**config.mk**
```make
export PLATFORM = sky130hd
export DESIGN_NAME = least_loaded_chunk_assigner
export DESIGN_NICKNAME = d
export VERILOG_FILES = /design/src/rtl/llca_pkg.sv /design/src/rtl/llca_ram.sv /design/src/rtl/llca_fifo.sv /design/src/rtl/llca_front.sv /design/src/rtl/llca_back.sv /design/src/rtl/least_loaded_chunk_assigner.sv
export SDC_FILE = /design/constraint.sdc
export NUM_CORES = 1
export LEC_CHECK = 0
export ABC_AREA = 1
export BUFFER_PORTS_ARGS = -buffer_cell sky130_fd_sc_hd__buf_2
export CAP_MARGIN = 20
export CORE_ASPECT_RATIO = 1.5
export CORE_MARGIN = 3
export CORE_UTILIZATION = 27
export CTS_CLUSTER_SIZE = 16
export DETAILED_ROUTE_END_ITERATION = 10
export GPL_ROUTABILITY_DRIVEN = 0
export PLACE_DENSITY_LB_ADDON = 0.2
export SETUP_SLACK_MARGIN = 0.05
export SLEW_MARGIN = 30
export SYNTH_ARGS = -nofsm -noshare
export SYNTH_HDL_FRONTEND = slang
export SYNTH_SLANG_ARGS = --single-unit
```
**constraint.sdc**
```tcl
create_clock -name clk_i -period 5.9 [get_ports clk_i]
set_input_delay 0 -clock clk_i [delete_from_list [all_inputs] [get_ports clk_i]]
set_output_delay 0 -clock clk_i [all_outputs]
set_load 0.02 [all_outputs]
```
**src/rtl/llca_pkg.sv**
```systemverilog
// ----------------------------------------------------------------------------
// llca_pkg - shared types for the least-loaded chunk assigner
// Request and result payloads, queued row tasks and register indexes.
// ----------------------------------------------------------------------------
package llca_pkg;

  localparam int CFG_IDX_W  = 4;
  localparam int CFG_DATA_W = 16;

  localparam logic [CFG_IDX_W-1:0] CFG_NODE_COUNT  = CFG_IDX_W'(0);
  localparam logic [CFG_IDX_W-1:0] CFG_CHUNK_LIMIT = CFG_IDX_W'(1);

  localparam logic [4:0]  NODE_COUNT_RST  = 5'd16;
  localparam logic [15:0] CHUNK_LIMIT_RST = 16'd1024;

  typedef struct packed {
    logic [19:0] row_id;
    logic [15:0] row_length;
    logic [31:0] row_start;
  } row_in_t;

  typedef struct packed {
    logic [19:0] chunk_row;
    logic [15:0] chunk_length;
    logic [31:0] chunk_start;
    logic [3:0]  node;
    logic [31:0] new_load;
    logic        last_chunk;
  } chunk_out_t;

  // Row request with its effective chunk limit already worked out
  typedef struct packed {
    row_in_t     row;
    logic [15:0] lim;
  } task_t;

endpackage

```
**src/rtl/llca_ram.sv**
```systemverilog
// ----------------------------------------------------------------------------
// llca_ram - generic single-write, single-read RAM
// One write port and one read port with registered read data.
// ----------------------------------------------------------------------------
module llca_ram #(
  parameter int WIDTH = 32,
  parameter int DEPTH = 16,
  localparam int AW = (DEPTH > 1) ? $clog2(DEPTH) : 1
) (
  input  logic             clk_i,
  input  logic             we_i,
  input  logic [AW-1:0]    waddr_i,
  input  logic [WIDTH-1:0] wdata_i,
  input  logic [AW-1:0]    raddr_i,
  output logic [WIDTH-1:0] rdata_o
);

  logic [WIDTH-1:0] mem_q [DEPTH];
  logic [WIDTH-1:0] rdata_q;

  always_ff @(posedge clk_i) begin
    if (we_i) begin
      mem_q[waddr_i] <= wdata_i;
    end
    rdata_q <= mem_q[raddr_i];
  end

  assign rdata_o = rdata_q;

endmodule

```
**src/rtl/llca_fifo.sv**
```systemverilog
// ----------------------------------------------------------------------------
// llca_fifo - two-entry queue
// Flip-flop queue used between the front, the back and the result side.
// ----------------------------------------------------------------------------
module llca_fifo #(
  parameter int W = 8
) (
  input  logic         clk_i,
  input  logic         rst_ni,
  input  logic         push_i,
  input  logic [W-1:0] data_i,
  output logic         full_o,
  input  logic         pop_i,
  output logic [W-1:0] data_o,
  output logic         empty_o
);

  logic [W-1:0] ent_q [2];
  logic         wr_q, rd_q;
  logic [1:0]   cnt_q;
  logic         do_push, do_pop;

  assign full_o  = (cnt_q == 2'd2);
  assign empty_o = (cnt_q == 2'd0);
  assign data_o  = ent_q[rd_q];
  assign do_push = push_i && !full_o;
  assign do_pop  = pop_i && !empty_o;

  always_ff @(posedge clk_i) begin
    if (do_push) begin
      ent_q[wr_q] <= data_i;
    end
  end

  always_ff @(posedge clk_i or negedge rst_ni) begin
    if (!rst_ni) begin
      wr_q  <= 1'b0;
      rd_q  <= 1'b0;
      cnt_q <= 2'd0;
    end else begin
      if (do_push) wr_q <= ~wr_q;
      if (do_pop)  rd_q <= ~rd_q;
      case ({do_push, do_pop})
        2'b10:   cnt_q <= cnt_q + 2'd1;
        2'b01:   cnt_q <= cnt_q - 2'd1;
        default: cnt_q <= cnt_q;
      endcase
    end
  end

endmodule

```
**src/rtl/llca_front.sv**
```systemverilog
// ----------------------------------------------------------------------------
// llca_front - request intake
// Accepts row requests, attaches the effective chunk limit and queues them;
// also works out the number of active nodes.
// ----------------------------------------------------------------------------
module llca_front import llca_pkg::*; #(
  parameter int MAX_NODES = 16,
  localparam int NW = $clog2(MAX_NODES + 1)
) (
  input  logic          clk_i,
  input  logic          rst_ni,
  input  logic          push,
  output logic          full,
  input  row_in_t       in_i,
  input  logic [4:0]    node_count_i,
  input  logic [15:0]   chunk_limit_i,
  output task_t         task_o,
  output logic          task_valid_o,
  input  logic          task_pop_i,
  output logic [NW-1:0] n_o
);

  task_t       wtask;
  logic [$bits(task_t)-1:0] rdata;
  logic        q_empty;

  always_comb begin
    wtask.row = in_i;
    wtask.lim = (chunk_limit_i == 16'd0) ? 16'd1 : chunk_limit_i;
  end

  // Zero acts as one node, anything above the node array clamps to its size
  always_comb begin
    if (node_count_i == 5'd0) begin
      n_o = NW'(1);
    end else if (32'(node_count_i) > 32'(MAX_NODES)) begin
      n_o = NW'(MAX_NODES);
    end else begin
      n_o = NW'(node_count_i);
    end
  end

  llca_fifo #(.W($bits(task_t))) u_taskq (
    .clk_i   (clk_i),
    .rst_ni  (rst_ni),
    .push_i  (push),
    .data_i  (wtask),
    .full_o  (full),
    .pop_i   (task_pop_i),
    .data_o  (rdata),
    .empty_o (q_empty)
  );

  assign task_o       = task_t'(rdata);
  assign task_valid_o = !q_empty;

endmodule

```
**src/rtl/llca_back.sv**
```systemverilog
// ----------------------------------------------------------------------------
// llca_back - chunk engine
// Cuts each row into chunks, scans the node loads for the smallest one and
// adds the chunk to it with saturation.
// ----------------------------------------------------------------------------
module llca_back import llca_pkg::*; #(
  parameter int MAX_NODES  = 16,
  parameter int MAX_CHUNKS = 64,
  localparam int NW = $clog2(MAX_NODES + 1),
  localparam int IW = (MAX_NODES > 1) ? $clog2(MAX_NODES) : 1,
  localparam int KW = (MAX_CHUNKS > 1) ? $clog2(MAX_CHUNKS) : 1
) (
  input  logic          clk_i,
  input  logic          rst_ni,
  input  logic [NW-1:0] n_i,
  input  task_t         task_i,
  input  logic          task_valid_i,
  output logic          task_pop_o,
  output chunk_out_t    res_o,
  output logic          res_push_o,
  input  logic          res_full_i
);

  typedef enum logic [1:0] {
    ST_IDLE,
    ST_SCAN,
    ST_UPD
  } state_e;

  state_e          state_q;
  logic [19:0]     id_q;
  logic [31:0]     start_q;
  logic [15:0]     rem_q;
  logic [15:0]     lim_q;
  logic [KW-1:0]   k_q;
  logic [NW-1:0]   j_q;
  logic            rpend_q;
  logic [IW-1:0]   ridx_q;
  logic            rvld_q;
  logic [IW-1:0]   best_q;
  logic [31:0]     best_load_q;
  logic [MAX_NODES-1:0] vld_q;

  logic            issue;
  logic [31:0]     rdata;
  logic [31:0]     cur;
  logic            last;
  logic [15:0]     clen;
  logic [32:0]     sum;
  logic [31:0]     new_load;
  logic            upd_go;

  assign issue = (state_q == ST_SCAN) && (j_q < n_i);
  // Never-written loads read as zero
  assign cur   = rvld_q ? rdata : 32'd0;

  assign last     = (k_q == KW'(MAX_CHUNKS - 1)) || (rem_q <= lim_q);
  assign clen     = last ? rem_q : lim_q;
  assign sum      = {1'b0, best_load_q} + {17'd0, clen};
  assign new_load = sum[32] ? 32'hFFFF_FFFF : sum[31:0];
  assign upd_go   = (state_q == ST_UPD) && !res_full_i;

  assign task_pop_o = (state_q == ST_IDLE) && task_valid_i;
  assign res_push_o = upd_go;

  always_comb begin
    res_o.chunk_row    = id_q;
    res_o.chunk_length = clen;
    res_o.chunk_start  = start_q;
    res_o.node         = 4'(best_q);
    res_o.new_load     = new_load;
    res_o.last_chunk   = last;
  end

  llca_ram #(.WIDTH(32), .DEPTH(MAX_NODES)) u_loads (
    .clk_i   (clk_i),
    .we_i    (upd_go),
    .waddr_i (best_q),
    .wdata_i (new_load),
    .raddr_i (j_q[IW-1:0]),
    .rdata_o (rdata)
  );

  always_ff @(posedge clk_i or negedge rst_ni) begin
    if (!rst_ni) begin
      state_q     <= ST_IDLE;
      id_q        <= '0;
      start_q     <= '0;
      rem_q       <= '0;
      lim_q       <= '0;
      k_q         <= '0;
      j_q         <= '0;
      rpend_q     <= 1'b0;
      ridx_q      <= '0;
      rvld_q      <= 1'b0;
      best_q      <= '0;
      best_load_q <= '0;
      vld_q       <= '0;
    end else begin
      rpend_q <= issue;
      ridx_q  <= j_q[IW-1:0];
      rvld_q  <= vld_q[j_q[IW-1:0]];
      unique case (state_q)
        ST_IDLE: begin
          if (task_valid_i) begin
            id_q    <= task_i.row.row_id;
            start_q <= task_i.row.row_start;
            rem_q   <= task_i.row.row_length;
            lim_q   <= task_i.lim;
            k_q     <= '0;
            j_q     <= '0;
            state_q <= ST_SCAN;
          end
        end
        ST_SCAN: begin
          if (issue) begin
            j_q <= j_q + NW'(1);
          end
          if (rpend_q) begin
            // Strict compare keeps the lowest index on ties
            if (ridx_q == '0 || cur < best_load_q) begin
              best_q      <= ridx_q;
              best_load_q <= cur;
            end
            if (ridx_q == IW'(n_i - NW'(1))) begin
              state_q <= ST_UPD;
            end
          end
        end
        ST_UPD: begin
          if (!res_full_i) begin
            vld_q[best_q] <= 1'b1;
            start_q       <= start_q + {16'd0, clen};
            rem_q         <= rem_q - clen;
            k_q           <= k_q + KW'(1);
            j_q           <= '0;
            state_q       <= last ? ST_IDLE : ST_SCAN;
          end
        end
        default: state_q <= ST_IDLE;
      endcase
    end
  end

endmodule

```
**src/rtl/least_loaded_chunk_assigner.sv**
```systemverilog
// ----------------------------------------------------------------------------
// least_loaded_chunk_assigner - greedy least-loaded chunk assignment
// Cuts sparse-matrix rows into chunks and hands each to the lightest node.
// ----------------------------------------------------------------------------
//  channel   handshake            payload
//  request   push / full          in_i  (row_in_t)
//  result    pop / empty          out_o (chunk_out_t)
//  config    cfg_we_i             cfg_idx_i, cfg_wdata_i
//
//  Each chunk scans the active node loads: they sit in one RAM whose single
//  read port is scanned one load per cycle, followed by an update step.
//  A row takes a task-load step, then a scan and update per chunk (up to MAX_CHUNKS).
//  Reset clears the loads at once through per-node valid bits.
//  Two-entry queues on the request and result sides let either side stall.
// ----------------------------------------------------------------------------
module least_loaded_chunk_assigner import llca_pkg::*; #(
  parameter int MAX_NODES  = 16,
  parameter int MAX_CHUNKS = 64
) (
  input  logic                  clk_i,
  input  logic                  rst_ni,
  input  logic                  push,
  output logic                  full,
  input  row_in_t               in_i,
  output logic                  empty,
  input  logic                  pop,
  output chunk_out_t            out_o,
  input  logic                  cfg_we_i,
  input  logic [CFG_IDX_W-1:0]  cfg_idx_i,
  input  logic [CFG_DATA_W-1:0] cfg_wdata_i
);

  localparam int NW = $clog2(MAX_NODES + 1);

  logic [4:0]    node_count_q;
  logic [15:0]   chunk_limit_q;
  task_t         tsk;
  logic          task_valid;
  logic          task_pop;
  logic [NW-1:0] n_act;
  chunk_out_t    res;
  logic          res_push;
  logic          res_full;
  logic [$bits(chunk_out_t)-1:0] out_raw;

  always_ff @(posedge clk_i or negedge rst_ni) begin
    if (!rst_ni) begin
      node_count_q  <= NODE_COUNT_RST;
      chunk_limit_q <= CHUNK_LIMIT_RST;
    end else if (cfg_we_i) begin
      unique case (cfg_idx_i)
        CFG_NODE_COUNT:  node_count_q  <= cfg_wdata_i[4:0];
        CFG_CHUNK_LIMIT: chunk_limit_q <= cfg_wdata_i;
        default: ;
      endcase
    end
  end

  llca_front #(.MAX_NODES(MAX_NODES)) u_front (
    .clk_i         (clk_i),
    .rst_ni        (rst_ni),
    .push          (push),
    .full          (full),
    .in_i          (in_i),
    .node_count_i  (node_count_q),
    .chunk_limit_i (chunk_limit_q),
    .task_o        (tsk),
    .task_valid_o  (task_valid),
    .task_pop_i    (task_pop),
    .n_o           (n_act)
  );

  llca_back #(.MAX_NODES(MAX_NODES), .MAX_CHUNKS(MAX_CHUNKS)) u_back (
    .clk_i        (clk_i),
    .rst_ni       (rst_ni),
    .n_i          (n_act),
    .task_i       (tsk),
    .task_valid_i (task_valid),
    .task_pop_o   (task_pop),
    .res_o        (res),
    .res_push_o   (res_push),
    .res_full_i   (res_full)
  );

  llca_fifo #(.W($bits(chunk_out_t))) u_resq (
    .clk_i   (clk_i),
    .rst_ni  (rst_ni),
    .push_i  (res_push),
    .data_i  (res),
    .full_o  (res_full),
    .pop_i   (pop),
    .data_o  (out_raw),
    .empty_o (empty)
  );

  assign out_o = chunk_out_t'(out_raw);

`ifndef SYNTHESIS
  a_no_push_full: assert property (@(posedge clk_i) disable iff (!rst_ni)
    res_push |-> !res_full) else $error("result pushed into a full queue");

  a_pop_valid: assert property (@(posedge clk_i) disable iff (!rst_ni)
    task_pop |-> task_valid) else $error("task taken from an empty queue");

  a_load_covers_chunk: assert property (@(posedge clk_i) disable iff (!rst_ni)
    res_push |-> (res.new_load >= {16'd0, res.chunk_length}))
    else $error("new load below chunk length");
`endif

endmodule
```
==> flow_summary.ini <==
[sta]
tightestPinTransition_ns = 0.950
rsz0062_at_grt = false
slew_viol_final = 0
slew-limit-headroom = 0.366
fin_worst_skew_ns = 0.0303
setup_tns_ns = 0
hold_violations = 4
min_period_over_period = 0.871
fin_crit_ns = 5.14
hold_slack_ns = -0.0108
setup_viol = 0
clock.fmax_mhz = 195

[worst_setup_path]
reg2reg_from = u_back.rem_q[3]
r2r-end = u_back.u_loads.mem_q[2][20]
cp_max_fo = 31
cpPeakStageDelay_ns = 0.68
crit_path_start_kind = flip-flop
crit_chain = ha_1, nand2_1, inv_1, nand2_1, nand2_1, nand2_1, nand2_1, nand2_1, nand2_1, nand2_1, buf_12, o21ai_0, ha_1, a21oi_1, o21ai_0, a21oi_1, nand2_4, nand2_2, nor2_4, nand2_4, nand3_1
cp.required_ns = 6.12
cp_common_cell = nand2_1
cp_data_arrival_time_ns = 5.36
slowest_stage = nand3_1
crit_buf_inv = 2
crit_type = flip-flop to flip-flop
cp_top_family = simple AND/OR/NAND/NOR gates
r2r_setup_slack_ns = 0.76
end_kind = flip-flop
r2r_cells = 21

[power_and_ir_drop]
power_w = 0.0343
powerDensity_nw_per_um2 = 618
p_leak_nw = 21.1
ir_worst_vdd_uv = 340

[clocking]
ctsHoldBuffers = 146
post_cts_buffers = 0
numCtsBuffers = 103
clkSlewWorstSetupHoldPaths_ns = 0.06
root_buffer = clkbuf_16
ctsHtreeMaxLevel = 3
clk-insertion-delay-late_ns = 0.71
cts_sinks = 1106
cts_tree = yes
cts_resized = 0
cts_buffer_depth = 3

[yosys]
synth_commonest_cells = nand2_1, edfxtp_1, nor2_1
yosys.area.top_type = edfxtp_1
avgSynthCellArea_um2 = 11.3
yosysMostFrequentCell = nand2_1
synth_top_area_frac = 0.573
synthTopCellsByArea = edfxtp_1, dfrtp_1, nand2_1, o21ai_0, nor2_1
synth_cell_types = 57
synth_nets = 4346
synth_enable_flop_cells = 890
syn_inst = 4147
ys.flop_type = edfxtp_1
yosys_warnings = 0
synth_area_um2 = 46700
seq_area_frac_synth = 0.685
ys_ff_latch = 1106
async_flop_share = 0.166

[floorplan]
placementRows = 186
core_area_um2 = 172000
initial_core_util = 0.272
fp.dieH_um = 515
ioPinCount = 200
fp.dieW_um = 345
dieArea_um2 = 178000

[grt]
gr-total-overflow = 0
grt_pass1_wl_mm = 213
antenna_found_initial = 1
first_global_vias = 32700
globalRouteTotalUtil = 0.158
grt_max_degree = 134

[routing]
drtIter0Drc = 2036
wl_per_cell_um = 21.0
ant_nets = 0
drc_errors = 0
first_pass_iters = 8
via_per_inst = 4.69
wirelength_mm = 143
vias = 31900

[status]
status = finished with violations
violations = hold timing

[worst_hold_path]
hold_end = chunk_limit_q[4]
holdCritStartpoint = cfg_idx_i[0]
hp-class = input port to flip-flop
min_path_cells = 4

[finish]
fin_util = 0.324
design_area_um2 = 55600
nets = 4658
areaGrowthSynthToFinish_pct = 19.0
drive_gt1_frac = 0.115
fill_cells = 17100

[placed_design]
dp_hpwl_mm = 87.8
port_buffers = 199
placed_cell_area_um2 = 50500

[job]
cap_violations = 0
[cell usage in the layout, fill, tap and decap left out, types with 20 or more instances in the layout]
cell type      Yosys  routed
ha_1             103     103
dfxtp_1           32      32
dfrtp_1          182     176
nand2_1          898     898
o21ai_0          407     406
a31oi_1           54      54
a21oi_1          143     143
o22ai_1           76      76
inv_1            237     232
dlygate4sd3_1      0     148
buf_2             33     198
nor2_4             2      23
nand3_1          185     184
nor3_1            20      20
o221ai_1          53      53
clkbuf_1         144      21
buf_4              7      60
clkbuf_16          0     107
edfxtp_1         890     890
nor2_1           481     459
[logic make-up (layout without fill, tap and decap cells)]
family	after synthesis	after routing	share of synthesized area
DFF	1106	1106	0.685
and+or+nand+nor	1653	1653	0.144
other	0	1	0
AOI/OAI and AO/OA	787	787	0.0952
xor gates and xnor gates	32	32	0.00600
muxes	11	11	0.00265
buffers and inverters	452	852	0.0383
adders and majority gates	106	106	0.0289
[per-stage QoR]
step | setup slack [ns] | std cells
floorplan | 0.237 | 4147
global placement | 0.564 | 6462
detailed placement | 0.526 | 6462
CTS | 0.523 | 6801
global route | 0.344 | 6803
finish | 0.762 | 6804
[how the worst max path moves through the flow]
stage	startpoint	end	cells past startpoint
floorplan	u_back.state_q[0]	u_resq.ent_q[1][0]	3
detailed placement	u_back.rem_q[15]	u_resq.ent_q[0][21]	19
global placement	u_back.rem_q[15]	u_resq.ent_q[1][21]	19
CTS	u_back.rem_q[15]	u_back.u_loads.mem_q[2][20]	19
global route	u_back.rem_q[13]	u_resq.ent_q[0][22]	19
finish	u_back.rem_q[3]	u_back.u_loads.mem_q[2][20]	21
[where the power goes]
| part | internal [W] | switching [W] | total [W] |
|---|---|---|---|
| clock | 0.00417 | 0.00300 | 0.00717 |
| sequential | 0.0116 | 0.000939 | 0.0125 |
| combinational | 0.00405 | 0.0106 | 0.0147 |
| total | 0.0198 | 0.0146 | 0.0343 |
[layer usage]
| layer | part of all wire | global-route usage |
|---|---|---|
| met5 | 0 | 0 |
| met4 | 0.033 | 0.0558 |
| met3 | 0.037 | 0.0207 |
| met2 | 0.53 | 0.297 |
| met1 | 0.40 | 0.183 |
[worst register-to-register path: stages (launching register included)]
cell	delay, ns
dfrtp_1	0.41
ha_1	0.32
nand2_1	0.06
inv_1	0.07
nand2_1	0.05
nand2_1	0.06
nand2_1	0.05
nand2_1	0.08
nand2_1	0.05
nand2_1	0.12
nand2_1	0.26
buf_12	0.26
o21ai_0	0.46
ha_1	0.39
a21oi_1	0.16
o21ai_0	0.09
a21oi_1	0.27
nand2_4	0.17
nand2_2	0.14
nor2_4	0.05
nand2_4	0.43
nand3_1	0.68
[area by class of cell]
cell class	instances	area [um^2]	area share
repair buffers	416	3120	0.0561
diodes	1	2.50	0.0000450
clock inverters	57	751	0.0135
clock buffers	136	2870	0.0516
flip-flops and latches	1106	32000	0.576
well taps	2256	2820	0.0508
multi-input cells	2589	13100	0.236
inverters	243	921	0.0166
[flip-flops by register name (all words and copies together) (netlist names), 4 cells and up]
signal / flops
chunk_limit_q: 16
node_count_q: 5
u_back.best_load_q: 32
u_back.best_q: 4
u_back.id_q: 20
u_back.j_q: 5
u_back.k_q: 6
u_back.lim_q: 16
u_back.rem_q: 16
u_back.ridx_q: 4
u_back.start_q: 32
u_back.u_loads.mem_q: 512
u_back.u_loads.rdata_o: 32
u_back.vld_q: 16
u_front.u_taskq.ent_q: 168
u_resq.ent_q: 210
Power figures use the tool's default switching activity.
